[config.mk]
export PLATFORM = sky130hd
export DESIGN_NAME = tfn_div_cell
export DESIGN_NICKNAME = d
export VERILOG_FILES = /design/src/design/assert_macros.svh /design/src/design/tfn_pkg.sv /design/src/design/tfn_div_cell.sv
export SDC_FILE = /design/constraint.sdc
export NUM_CORES = 2
export LEC_CHECK = 0
export ABC_CLOCK_PERIOD_IN_PS = 35100
export BUFFER_PORTS_ARGS = -buffer_cell sky130_fd_sc_hd__clkbuf_2
export CAP_MARGIN = 20
export CORE_AREA = 4 4 493 495
export CTS_CLUSTER_DIAMETER = 120
export CTS_CLUSTER_SIZE = 20
export DETAILED_ROUTE_END_ITERATION = 16
export DIE_AREA = 0 0 497 499
export PLACE_DENSITY = 0.45
export SLEW_MARGIN = 30
export SYNTH_ARGS = -nofsm -noshare
export SYNTH_HDL_FRONTEND = slang
export SYNTH_SLANG_ARGS = --single-unit
[constraint.sdc]
create_clock -name clk -period 35.1 [get_ports clk]
set_input_delay 1.755 -clock clk [delete_from_list [all_inputs] [get_ports clk]]
set_output_delay 1.755 -clock clk [all_outputs]
set_load 0.01 [all_outputs]
[src/design/assert_macros.svh]
// Assertion macros shared by the face normal design.
// No dependencies; the including module must provide clk and rst.
`ifndef ASSERT_MACROS_SVH
`define ASSERT_MACROS_SVH

// Property checked on every rising clock edge, disabled while reset is high.
`define ASSERT_CLK(label, prop, msg) \
  label: assert property (@(posedge clk) disable iff (rst) (prop)) else $error(msg);

// Implication checked on every rising clock edge, disabled while reset is high.
`define ASSERT_IMPLY(label, pre, post, msg) \
  label: assert property (@(posedge clk) disable iff (rst) (pre) |-> (post)) else $error(msg);

`endif

[src/design/tfn_pkg.sv]
// Shared widths and pipeline token types for the triangle face normal unit.
// No dependencies.
`default_nettype none

package tfn_pkg;

  localparam int POS_W     = 32;                 // corner coordinate, Q16.16
  localparam int EDGE_W    = POS_W + 1;          // edge vector component
  localparam int PROD_W    = 2 * EDGE_W;         // one signed edge product
  localparam int CROSS_W   = PROD_W + 1;         // signed cross component
  localparam int MAG_W     = PROD_W;             // cross magnitude
  localparam int HALF_W    = MAG_W / 2;          // limb for squaring
  localparam int PART_W    = 2 * HALF_W;         // one limb product
  localparam int SQ_W      = 2 * MAG_W;          // squared magnitude and sum
  localparam int REM_W     = SQ_W + 1;           // division remainder
  localparam int QUO_W     = 31;                 // floor(2^30 m^2 / S) <= 2^30
  localparam int ROOT_W    = 16;                 // isqrt of the quotient <= 2^15
  localparam int SQ_REM_W  = QUO_W;              // square root remainder
  localparam int TRIAL_W   = 2 * ROOT_W + 2;     // square root trial value
  localparam int NORM_W    = 16;                 // Q1.14 normal component
  localparam int LANES     = 3;

  // Lane of the division chain.
  typedef struct packed {
    logic [REM_W-1:0] rem;
    logic [QUO_W-1:0] quo;
  } div_lane_t;

  // Request traveling through the division chain.
  typedef struct packed {
    logic                   valid;
    logic                   degen;
    logic [LANES-1:0]       neg;
    logic [SQ_W-1:0]        sum_sq;
    div_lane_t [LANES-1:0]  lane;
  } div_tok_t;

  // Lane of the square root chain.
  typedef struct packed {
    logic [SQ_REM_W-1:0] rem;
    logic [ROOT_W-1:0]   root;
  } sqrt_lane_t;

  // Request traveling through the square root chain.
  typedef struct packed {
    logic                   valid;
    logic                   degen;
    logic [LANES-1:0]       neg;
    sqrt_lane_t [LANES-1:0] lane;
  } sqrt_tok_t;

endpackage

`default_nettype wire

[src/design/tfn_div_cell.sv]
// One restoring division step for all three lanes: one quotient bit per cell.
// Depends on tfn_pkg.
`default_nettype none

module tfn_div_cell (
  input  wire logic         clk,
  input  wire logic         rst,
  input  wire logic         en,
  input  tfn_pkg::div_tok_t tok_in,
  output tfn_pkg::div_tok_t tok_out
);

  tfn_pkg::div_tok_t            tok_next;
  logic [tfn_pkg::REM_W-1:0]    diff;
  logic [tfn_pkg::REM_W-1:0]    kept;
  logic                         ge;

  // Compare the partial remainder with the squared length, subtract, shift.
  always_comb begin
    tok_next = tok_in;
    diff     = '0;
    kept     = '0;
    ge       = 1'b0;
    for (int i = 0; i < tfn_pkg::LANES; i++) begin
      ge   = tok_in.lane[i].rem >= tfn_pkg::REM_W'(tok_in.sum_sq);
      diff = tok_in.lane[i].rem - tfn_pkg::REM_W'(tok_in.sum_sq);
      kept = ge ? diff : tok_in.lane[i].rem;
      tok_next.lane[i].rem = {kept[tfn_pkg::REM_W-2:0], 1'b0};
      tok_next.lane[i].quo = {tok_in.lane[i].quo[tfn_pkg::QUO_W-2:0], ge};
    end
  end

  always_ff @(posedge clk) begin
    if (rst) begin
      tok_out.valid <= 1'b0;
    end else if (en) begin
      tok_out <= tok_next;
    end
  end

endmodule

`default_nettype wire

==> reports/summary.md <==
Post-CTS repair changed the size of 0 cells. The first global-routing pass estimated 405,000 um of wire. Walking the worst path, the cells encountered are clkbuf_2 > inv_1 > ha_1 > nand4_1 > nor4_2 > and2_1 > o31ai_4 > buf_4 > a211oi_1 > o31a_1 > a31oi_2 > o41ai_4 > a21oi_4 > buf_4 > buf_12 > o21ai_0. In the final layout, the registers with the most flip-flops are tok_out: 626 flops. On the final layout, the worst hold slack is 0.505 ns. Counting every sink on the clock net gives 626. The run gives 2 as the depth of the CTS H-tree. The number of different library cells used by synthesis comes to 99.

Headroom to the max-slew limit came out at 28.3%. In this run the static leakage power is 25.0 nW. The tools report the number of global-route vias before repair as 48.5k. On the critical path the largest part of the delay comes from compound AO/OA/AOI/OAI gates. The worst path in the final design needs a cycle of 7.86 ns, including I/O delays and setup.

Global routing finished with a remaining overflow of 0. For the number of iterations in the first detailed-routing pass, the log shows 8. Clock-pin slew was measured on the worst setup and hold paths at 0.08 ns. For this run, the share of the core covered by cells in the final layout is 25.5%. Number of buffers and inverters on the critical path: 5. The classification of the worst-slack hold path is reg -> reg. The count of final max-slew check failures is 0.

On the critical path, the stage with the largest delay is an instance of o21ai_0. The width of the die came out at 497 um. The remaining routing DRC violations was 0; the setup total negative slack was 0 ns. For the worst setup path, the data arrival time is 8.25 ns. The initial antenna violation count is 67, and the final cycle utilization of the critical path is 22.4%. Setup repair after global routing left no endpoint under its margin. Along the worst path, the maximum fanout reaches 105. The cell that appears most often on the critical path is buf_4.

Max-cap violations in this run came to 0. In the synthesized netlist the dominant register cell turns out to be edfxtp_1. The largest net degree at the start of global routing was 106.

In this run the post-CTS setup repair buffer count came out at 0. By startpoint and endpoint, the worst setup path is classified as in -> reg. The share of flip-flops with an asynchronous set or reset after synthesis is 0%. The count of buffers added on input and output ports is 1,254.

The proportion of netlist area held by the largest area contributor is 37.9%. The final-report setup violation count was 0. The tools report the net count of the finished layout as 7,809. In this run the power density over the cells is 41.3 nW/um2.

The detailed placer's ending HPWL is 262,000 um. In this run, synthesis inferred 625 flip-flops with an integrated enable. Summing internal, switching and leakage power gives 2.51 mW. The synthesized design contains 626 register bits. In this run the count of I/O pins placed on the die edge is 1,261. The hold buffer count at CTS is 0, and the required time reported for the critical path endpoint is 35.50 ns. The element type at the critical path start was an input port. For the maximum frequency from static timing analysis, the log shows 0.127 GHz. In this run, CTS created clock tree buffers numbering 47. Yosys attributes the largest share of cell area to edfxtp_1 38%, ha_1 10%, a21oi_1 6.9%. The later pin in the worst-skew pair is clocked with a latency of 0.71 ns.

The initial utilization of the core area, before any placement, comes to 20.8%. Each instance of the synthesized netlist takes up on average 8.70 um2. Flip-flop count of the largest register after layout: 626. For the standard-cell row count, the log shows 179.

The register with the highest flop count was tok_out. The worst setup skew after layout was 0 ns; the sum of routed wire length over all layers was 302,000 um. In the final routed layout, each cell accounts on average for 30.2 um. Die footprint: 248,000 um2. The region available for standard cell placement spans 238,000 um2. The worst-case IR drop observed on VDD is 0.0401 mV. TritonCTS built the clock tree. The overall die height came out at 499 um. The synthesized netlist occupies a cell area of 49,600 um2. Cell type with the highest aggregate area in the netlist: edfxtp_1. The largest incremental delay on the critical path is 0.93 ns, and the residual antenna-violating net count after detailed routing is 0.

The flow ran to the end, and the final reports show no timing, DRC or antenna violations. In this run the clock root is driven by a clkbuf_16. For this run, the total global-route usage over all layers was measured as 23.0%. The run gives 0.957 as the global placement routability congestion. The count of vias placed by the detailed router is 50.8k, and the sequential element share of the synthesized area is 37.9%. The total count of hold-check failures in the final report is 0, and the number of instances in the synthesized netlist is 5,699. Compared with the post-synthesis result, the final layout area differs by 22.5%. Dividing the detail-routed via count by the number of cells gives 5.08. The critical path capture point type was a register.

The longest clock path from root to sink contains 3 buffers. The measured slew at the worst slew-check pin was 1.07 ns. The detailed router's first-iteration violation count was 4,627. The run gives 0 as the yosys synthesis warning count. The fraction of layout instances using a drive strength above 1 came out at 21.7%.
cell usage after synthesis, types with 22 or more instances:
master / instances
and3_1: 31
and4_1: 23
edfxtp_1: 625
buf_2: 67
xnor2_1: 214
a221oi_1: 22
nor3_1: 88
a31oi_1: 63
o31ai_1: 39
o21ai_0: 568
a211oi_1: 22
a21boi_0: 32
nand2_1: 725
nand3_1: 73
ha_1: 396
xor2_1: 164
inv_1: 263
o21a_1: 49
o21bai_1: 116
a21oi_1: 684
and2_1: 26
o21ai_1: 31
nor4_1: 42
nor2b_1: 30
nor2_1: 418
clkbuf_1: 189
nand2b_1: 32
nand4_1: 182
a21o_1: 195
o211ai_1: 26
layout by cell type (no fill, tap or decap), types with 8 or more instances in the layout:
cell type	n
nand3_1	73
and4_1	23
inv_1	263
a221oi_1	22
nand2b_1	32
edfxtp_1	625
clkbuf_2	1254
and3_1	31
nand4_1	182
o211ai_1	26
a21boi_0	32
nor2_1	418
nor4_1	36
o21a_1	49
o21bai_1	116
a21o_1	195
diode_2	30
xnor2_1	214
or2_2	17
a31o_2	15
clkbuf_16	49
or3_1	17
and2_1	26
a41oi_1	10
a211o_1	10
buf_4	49
ha_1	396
a211oi_1	19
o21ai_1	34
a21oi_1	684
nor3_1	86
xor2_1	164
nor2b_1	29
nand2_1	725
mux2_2	8
o21ai_0	565
a31oi_1	60
o31ai_1	38
o221ai_1	13
final cells by class:
type / count / area [um2]
antenna: 30 / 75.1
clock buffer: 51 / 1230
clock inverter: 22 / 285
fill: 26200 / 177000
inverter: 265 / 1000
multi-input combinational: 4529 / 28700
sequential: 626 / 18800
tap: 3167 / 3960
timing repair buffer: 1309 / 6720
power by group:
part	internal, mW	switching [mW]	total [mW]
clock	0.272	0.336	0.608
combinational	0.304	0.640	0.944
sequential	0.922	0.0332	0.956
total	1.50	1.01	2.51
stage by stage:
stage               area (um2)  setup slack (ns)  cells
finish                   60700             27.24   9999
global route             60700             27.19   9989
CTS                      60600             27.30   9968
detailed placement       59100             26.50   9895
global placement         59000             26.16   9894
floorplan                49600              4.06   5701
layer usage:
metal / vias to the layer above / track usage [%] / part of all wire [%]
met5: - / 0 / 0.055
met4: 26 / 8.34 / 3.9
met3: 343 / 4.77 / 6.9
met2: 2245 / 37.2 / 45
met1: 24900 / 30.3 / 44
li1: 23200 / - / -
tightest hold or removal path, delay by kind of cell, from the launching register on:
kind	cells	cell delay, ns
mux	1	0.06
simple gates	1	0.08
flops	1	0.33
cells by family after synthesis:
logic type,count (synthesis),synth area share [%]
other,1,0.00756
AOI/OAI and AO/OA,1992,24.3
DFF,626,37.9
and+or+nand+nor,1738,16.0
adders and majority gates,399,10.1
xor gates and xnor gates,378,6.68
muxes,19,0.432
buffers and inverters,546,4.56
path summary, 6_finish.rpt:
check,from,to,slack (ns),cells past startpoint
setup / recovery,tok_in[516],tok_out[59],27.24,16
hold / removal,tok_out[628],tok_out[628],0.51,2
setup reg to reg,tok_out[628],tok_out[628],34.52,2
hold reg to reg,tok_out[628],tok_out[628],0.51,2
Note: power is estimated with default switching activity, not from simulation.
