$ cat config.mk
export PLATFORM = sky130hd
export DESIGN_NAME = tfn_sqrt_cell
export DESIGN_NICKNAME = d
export VERILOG_FILES = /design/src/design/assert_macros.svh /design/src/design/tfn_pkg.sv /design/src/design/tfn_sqrt_cell.sv
export SDC_FILE = /design/constraint.sdc
export NUM_CORES = 1
export LEC_CHECK = 0
export BUFFER_PORTS_ARGS = -buffer_cell sky130_fd_sc_hd__buf_2
export CAP_MARGIN = 25
export CORE_AREA = 2 2 145 133
export CTS_BUF_LIST = sky130_fd_sc_hd__clkbuf_4
export CTS_CLUSTER_DIAMETER = 150
export DETAILED_ROUTE_END_ITERATION = 12
export DIE_AREA = 0 0 147 135
export GPL_TIMING_DRIVEN = 0
export PLACE_DENSITY = 0.75
export SKIP_LAST_GASP = 1
export SYNTH_ARGS = -nofsm -noshare
export SYNTH_HDL_FRONTEND = slang
export SYNTH_SLANG_ARGS = --single-unit
$ cat constraint.sdc
create_clock -name clk -period 10.6 [get_ports clk]
set_clock_uncertainty 0.1 [all_clocks]
set_input_delay 1.59 -clock clk [delete_from_list [all_inputs] [get_ports clk]]
set_output_delay 1.59 -clock clk [all_outputs]
set_load 0.02 [all_outputs]
$ cat src/design/assert_macros.svh
// Assertion macros shared by the face normal design.
// No dependencies; the including module must provide clk and rst.
`ifndef ASSERT_MACROS_SVH
`define ASSERT_MACROS_SVH

// Property checked on every rising clock edge, disabled while reset is high.
`define ASSERT_CLK(label, prop, msg) \
  label: assert property (@(posedge clk) disable iff (rst) (prop)) else $error(msg);

// Implication checked on every rising clock edge, disabled while reset is high.
`define ASSERT_IMPLY(label, pre, post, msg) \
  label: assert property (@(posedge clk) disable iff (rst) (pre) |-> (post)) else $error(msg);

`endif

$ cat src/design/tfn_pkg.sv
// Shared widths and pipeline token types for the triangle face normal unit.
// No dependencies.
`default_nettype none

package tfn_pkg;

  localparam int POS_W     = 32;                 // corner coordinate, Q16.16
  localparam int EDGE_W    = POS_W + 1;          // edge vector component
  localparam int PROD_W    = 2 * EDGE_W;         // one signed edge product
  localparam int CROSS_W   = PROD_W + 1;         // signed cross component
  localparam int MAG_W     = PROD_W;             // cross magnitude
  localparam int HALF_W    = MAG_W / 2;          // limb for squaring
  localparam int PART_W    = 2 * HALF_W;         // one limb product
  localparam int SQ_W      = 2 * MAG_W;          // squared magnitude and sum
  localparam int REM_W     = SQ_W + 1;           // division remainder
  localparam int QUO_W     = 31;                 // floor(2^30 m^2 / S) <= 2^30
  localparam int ROOT_W    = 16;                 // isqrt of the quotient <= 2^15
  localparam int SQ_REM_W  = QUO_W;              // square root remainder
  localparam int TRIAL_W   = 2 * ROOT_W + 2;     // square root trial value
  localparam int NORM_W    = 16;                 // Q1.14 normal component
  localparam int LANES     = 3;

  // Lane of the division chain.
  typedef struct packed {
    logic [REM_W-1:0] rem;
    logic [QUO_W-1:0] quo;
  } div_lane_t;

  // Request traveling through the division chain.
  typedef struct packed {
    logic                   valid;
    logic                   degen;
    logic [LANES-1:0]       neg;
    logic [SQ_W-1:0]        sum_sq;
    div_lane_t [LANES-1:0]  lane;
  } div_tok_t;

  // Lane of the square root chain.
  typedef struct packed {
    logic [SQ_REM_W-1:0] rem;
    logic [ROOT_W-1:0]   root;
  } sqrt_lane_t;

  // Request traveling through the square root chain.
  typedef struct packed {
    logic                   valid;
    logic                   degen;
    logic [LANES-1:0]       neg;
    sqrt_lane_t [LANES-1:0] lane;
  } sqrt_tok_t;

endpackage

`default_nettype wire

$ cat src/design/tfn_sqrt_cell.sv
// One digit-by-digit integer square root step for all three lanes.
// Depends on tfn_pkg; STEP is the root bit this cell decides.
`default_nettype none

module tfn_sqrt_cell #(
  parameter int STEP = 0
) (
  input  wire logic          clk,
  input  wire logic          rst,
  input  wire logic          en,
  input  tfn_pkg::sqrt_tok_t tok_in,
  output tfn_pkg::sqrt_tok_t tok_out
);

  tfn_pkg::sqrt_tok_t           tok_next;
  logic [tfn_pkg::TRIAL_W-1:0]  trial;
  logic                         fits;

  // Trial (2*root + 2^STEP) * 2^STEP against the remainder.
  always_comb begin
    tok_next = tok_in;
    trial    = '0;
    fits     = 1'b0;
    for (int i = 0; i < tfn_pkg::LANES; i++) begin
      trial = (tfn_pkg::TRIAL_W'(tok_in.lane[i].root) << (STEP + 1))
            + (tfn_pkg::TRIAL_W'(1) << (2 * STEP));
      fits  = trial <= tfn_pkg::TRIAL_W'(tok_in.lane[i].rem);
      if (fits) begin
        tok_next.lane[i].rem  = tok_in.lane[i].rem - trial[tfn_pkg::SQ_REM_W-1:0];
        tok_next.lane[i].root = tok_in.lane[i].root | (tfn_pkg::ROOT_W'(1) << STEP);
      end
    end
  end

  always_ff @(posedge clk) begin
    if (rst) begin
      tok_out.valid <= 1'b0;
    end else if (en) begin
      tok_out <= tok_next;
    end
  end

endmodule

`default_nettype wire

==> results of run 1 <==
## power by group
| group | leakage [nW] | total, mW | switching (mW) | internal [mW] |
|---|---|---|---|---|
| sequential | 1.37 | 0.707 | 0.0105 | 0.697 |
| combinational | 3.14 | 0.382 | 0.236 | 0.146 |
| clock | 0.153 | 0.362 | 0.217 | 0.145 |
## worst min-delay path: stages, from the launching register on
cell     delay [ns]
dfxtp_1        0.35
mux2i_1        0.07
nor2_1         0.07
## path summary, 6_finish.rpt
kind                                   from                        end  slack [ns]  cells after the start
setup reg to reg  tok_out[145]$_SDFFE_PP0P_  tok_out[145]$_SDFFE_PP0P_        9.91                      2
hold / removal    tok_out[145]$_SDFFE_PP0P_  tok_out[145]$_SDFFE_PP0P_        0.42                      2
hold reg to reg   tok_out[145]$_SDFFE_PP0P_  tok_out[145]$_SDFFE_PP0P_        0.42                      2
setup / recovery                tok_in[109]     tok_out[112]$_DFFE_PP_        6.49                     12
## cells in the final DEF (no fill, tap or decap), drive strengths merged, types with 17 or more instances in the layout
master	n
a21oi	51
edfxtp	145
o21ai	56
nor2	47
ha	51
nor3	19
inv	56
xnor2	47
a21o	28
xor2	40
nand2	87
nand4	17
buf	310
clkbuf	32
nand3	17
## per-layer routing
layer	up-vias	global-route usage (%)	wire length, um
met2	286	38.1	11300
li1	3699	-	-
met1	3531	27.4	9360
met5	-	0	13
met3	36	6.69	1800
met4	2	8.97	584
## area by class of cell
cell class              count  area, um2  share of cell area [%]
diodes                      9       22.5                   0.205
clock buffers              19        143                    1.30
repair buffers            297       1550                    14.1
flip-flops and latches    146       4370                    39.8
plain buffers              26        146                    1.33
well taps                 245        307                    2.79
clock inverters            12        135                    1.23
multi-input cells         597       4120                    37.5
inverters                  54        203                    1.84
## cell usage after synthesis, types with 3 or more instances
master | count | area share, %
ha_1 | 51 | 7.2
nand4_1 | 17 | 1.2
or3_1 | 7 | 0.50
and3_1 | 4 | 0.28
edfxtp_1 | 145 | 49
a31oi_1 | 5 | 0.35
xnor2_1 | 47 | 4.7
a211oi_1 | 8 | 0.68
nor3_1 | 19 | 1.1
buf_2 | 6 | 0.34
nor4_1 | 15 | 1.1
nand3b_1 | 3 | 0.25
o21bai_1 | 4 | 0.34
nand2_1 | 87 | 3.7
buf_4 | 4 | 0.34
o2111ai_1 | 3 | 0.30
nor4b_1 | 4 | 0.40
xor2_1 | 40 | 4.0
inv_1 | 54 | 2.3
a21oi_1 | 50 | 2.8
or4_1 | 3 | 0.25
o21ai_0 | 53 | 3.0
o211ai_1 | 8 | 0.68
nor2b_1 | 4 | 0.28
nand2b_1 | 11 | 0.78
clkbuf_2 | 3 | 0.17
nand3_1 | 17 | 0.96
clkbuf_1 | 10 | 0.42
and2_1 | 7 | 0.50
buf_6 | 3 | 0.38
nor2_1 | 46 | 2.0
o21a_1 | 4 | 0.34
a21o_1 | 26 | 2.2
fa_1 | 3 | 0.68
## cell families after synthesis
family | Yosys count | share of synthesized area [%]
fa+ha+maj | 54 | 7.90
simple gates | 253 | 14.1
xor+xnor | 87 | 8.62
mux | 4 | 0.496
buf+inv | 80 | 3.95
compound gates | 199 | 15.4
flops | 146 | 49.5
==> reports/results.tsv, run 1 <==
metric	value	unit
outcome	completed	
tightest_slew	0.835	ns
antenna_found_initial	8	
finalWeightedCongestion	0.879	
dieArea	19800	um2
design_power_total	1.45	mW
fin_crit	4.11	ns
async_flop_share	0	%
io_buffer_count	293	
synth-edff-count	145	
numCtsBuffers	17	
slowest_delay	0.77	ns
io_pins	295	
worstSkewPairLatency	0.55	ns
clk_path_buf_depth	2	
die_w	147	um
cts.clk_slew.worst_paths	0.13	ns
drcViolationCount	0	
synth_cell_type_count	73	
grtUsageTotal	22.5	%
reg_top3	tok_out: 146 flops	
yosysWarnings	0	
p_leak	4.67	nW
top_register	tok_out	
first_pass_iters	5	
ys.flop_type	edfxtp_1	
yosysSeqAreaShare	49.5	%
powerDensity	132	nW/um2
max-vdd-ir-drop	0.0717	mV
hp-class	flip-flop to flip-flop	
cp-end-kind	flip-flop	
worst_hold_slack	0.416	ns
grt_max_degree	36	
slew_viol_final	0	
cts_resized	0	
setup_viol_count_final	0	
arrival	4.33	ns
rsz0062_at_grt	false	
drt-wirelength-per-cell	16.4	um
ant_nets	0	
syn_area_per_cell	10.7	um2
core_area	18200	um2
nNetsFinal	1342	
crit_required	10.82	ns
instances_no_fill	1405	
cts_tree	built	
netlist_area	8840	um2
hold_buffers	0	
syn2layout_area_growth	24.5	%
grt-ovfl-total	0	
cap_violations	0	
cpMaxStageDelayCell	a2111oi_0	
max_slew_margin	42.9	%
dpl-instance-area	10700	um2
fin_ws	6.49	ns
fin_util	60.3	%
syn_inst	823	
vias	7554	
drt_wl_total	23100	um
final_area	11000	um2
critPathMaxFanout	10	
fmax	243	MHz
cts.htree.levels	4	
rows	47	
die_height	135	um
critPathTopFamily	compound AO/OA/AOI/OAI gates	
final.setup.tns	0	ns
drt_iter0_markers	375	
critical_path.cell_chain	buf_2, inv_1, ha_1, a2111oi_0, nand2_1, a2111o_1, nor2_1, nand2_1, buf_2, clkbuf_1, nor2_1, a21oi_1	
largest_reg_flops	146	
grt_pass1_wl	35300	um
post-place-ws	6.03	ns
hold_viol	0	
synth_seq_cells	146	
post_cts_buffers	0	
cts.sinks	146	
synthesis.nets	1026	
initial_core_util	48.5	%
dp.cells	1365	
drive_above_1_share	32.0	%
fill_cells	1551	
critPathKind	input pin to flip-flop	
critical_path_buf_inv_count	4	
start_kind	input pin	
vias_per_cell	5.38	
fin_crit_sh	38.8	%
cts-root-buf	clkbuf_4	
dpl.hpwl	18100	um
grt_pass1_vias	7062	
No activity file was read; power rests on OpenSTA's default activity.
==> run 2, diff against run 1 <==
==> constraint.sdc (replaced) <==
create_clock -name clk -period 4.25 [get_ports clk]
set_clock_uncertainty 0.1 [all_clocks]
set_input_delay 0.6375 -clock clk [delete_from_list [all_inputs] [get_ports clk]]
set_output_delay 0.6375 -clock clk [all_outputs]
set_load 0.02 [all_outputs]
==> run 2 against run 1 <==
Sequential share of layout area increased by 0.12 points. Clock power increased by 130%. Total power increased by 150%. Flip-flop and latch count unchanged. Critical path type unchanged. Largest power group unchanged.
==> reports/results.tsv, run 2 (same netlist as run 1, synthesis figures left out) <==
metric	value	unit	change
r2r-start	tok_out[145]$_SDFFE_PP0P_		
ff_latch_area	4370	um2	unchanged
top_register	tok_out		
cts.clk_slew.worst_paths	0.14	ns	about the same
design_power_total	3.56	mW	+150%
io_pins	295		unchanged
max-vdd-ir-drop	0.146	mV	+100%
post_cts_buffers	0		unchanged
drive_above_1_share	31.9	%	about the same
max_slew_margin	37.3	%	-5.6 points
drcViolationCount	0		unchanged
grt_max_degree	38		+5.6%
cp-startpoint	tok_in[109]		
cts_resized	0		unchanged
hold_viol	0		unchanged
hp-class	input pin to flip-flop		
crit_required	4.45	ns	-6.37 ns
reg2reg_slack	3.55	ns	-6.36 ns
arrival	3.33	ns	-1.00 ns
vias	7420		-1.8%
rsz0062_at_grt	false		
layout_common_cells	buf_2, edfxtp_1, nand2_1		
fin_crit_sh	73.6	%	
reg_top3	tok_out: 146 flops		
cp-end-kind	flip-flop		
dieArea	19800	um2	unchanged
cts-root-buf	clkbuf_4		
grt_pass1_vias	7044		-0.25%
final_common_cell	buf_2		
drt-wirelength-per-cell	16.2	um	-1.2%
die_height	135	um	unchanged
largest_reg_flops	146		unchanged
clk_path_buf_depth	2		unchanged
post-place-ws	0.611	ns	-5.42 ns
grtUsageTotal	22.4	%	-0.16 points
ant_nets	0		unchanged
fmax	320	MHz	
fill_cells	1542		-0.58%
fin_ws	1.12	ns	-5.37 ns
cts.htree.levels	4		unchanged
cts_tree	built		
start_kind	input pin		
setup_viol_count_final	0		unchanged
syn2layout_area_growth	24.1	%	
p_leak	4.64	nW	-0.49%
slew_viol_final	0		unchanged
cap_violations	0		unchanged
worstSkewPairLatency	0.55	ns	about the same
multiInputGateArea	4120	um2	unchanged
grt_pass1_wl	35100	um	-0.59%
io_buffer_count	293		unchanged
nNetsFinal	1342		unchanged
die_w	147	um	unchanged
critPathMaxFanout	10		unchanged
critPathKind	input pin to flip-flop		
outcome	completed		
grt-ovfl-total	0		unchanged
dpl.hpwl	18000	um	-0.42%
powerDensity	325	nW/um2	+150%
rows	47		unchanged
finalWeightedCongestion	0.898		+2.1%
fin_crit	3.13	ns	
core_area	18200	um2	unchanged
antenna_found_initial	2		-6
drt_wl_total	22700	um	-1.6%
reg2regPathDepth	2		unchanged
crit_end	tok_out[116]$_DFFE_PP_		
hold_start	tok_in[143]		
hold_buffers	0		unchanged
r2r-end	tok_out[145]$_SDFFE_PP0P_		
final.setup.tns	0	ns	unchanged
initial_core_util	48.5	%	unchanged
vias_per_cell	5.30		-1.4%
first_pass_iters	7		+2
numCtsBuffers	17		unchanged
cts.sinks	146		unchanged
tightest_slew	0.932	ns	+0.0971 ns
drt_iter0_markers	476		+27%
run 2: cell types whose count changed in the layout (fill, tap and decap cells not counted), sizes merged:
| cell | previous run | this run |
|---|---|---|
| clkinv | 7 | 5 |
| bufinv | 2 | 1 |
| diode | 9 | 3 |
| clkbuf | 32 | 30 |
| clkinvlp | 1 | 5 |
| inv | 56 | 58 |
run 2: critical path, cell delays in order:
cell and delay (ns):
buf_2 0.09, inv_1 0.04, ha_1 0.40, a2111oi_0 0.78, nand2_1 0.11, a2111o_1 0.30, nor2_1 0.17, nand2_1 0.09
buf_2 0.19, clkbuf_1 0.29, nor2_1 0.16, a21oi_1 0.06
run 2: final cells by class:
type                    count  area share, %
flip-flops and latches    146           39.9
repair buffers            297           14.1
clock inverters            15           1.21
clock buffers              17           1.16
plain buffers              26           1.34
inverters                  54           1.85
multi-input cells         597           37.6
diodes                      3         0.0685
well taps                 245           2.80
run 2: worst min path at each step:
stage / to / slack [ns] / cells past startpoint
final: tok_out[143]$_DFFE_PP_ / 0.14 / 1
after detailed placement: tok_out[145]$_SDFFE_PP0P_ / 0.40 / 2
after floorplan: tok_out[145]$_SDFFE_PP0P_ / 0.48 / 2
after global routing: tok_out[143]$_DFFE_PP_ / 0.08 / 1
after CTS: tok_out[143]$_DFFE_PP_ / 0.09 / 1
after global placement: tok_out[145]$_SDFFE_PP0P_ / 0.37 / 2
run 2: metrics by stage:
step / util, % / instance area [um2] / instances / hold WS, ns
6_report: 60.2 / 11000 / 1400 / 0.144
5_1_grt: 60.1 / 11000 / 1398 / 0.0792
4_1_cts: 60.1 / 11000 / 1397 / 0.0892
3_5_place_dp: 58.7 / 10700 / 1365 / 0.400
3_3_place_gp: 58.2 / 10600 / 1361 / 0.370
2_1_floorplan: - / 8840 / 823 / 0.479
run 2: power by group:
group	internal (mW)	total, mW	switching [mW]
logic	0.364	0.951	0.587
clock network	0.293	0.847	0.553
registers	1.74	1.76	0.0253
run 2: per-layer routing:
layer	global-route usage (%)	vias up	share of wire (%)
li1	-	3677	-
met1	27.8	3393	41
met2	37.6	296	48
met3	6.39	52	8.1
met4	8.17	2	3.0
met5	0	-	0.079
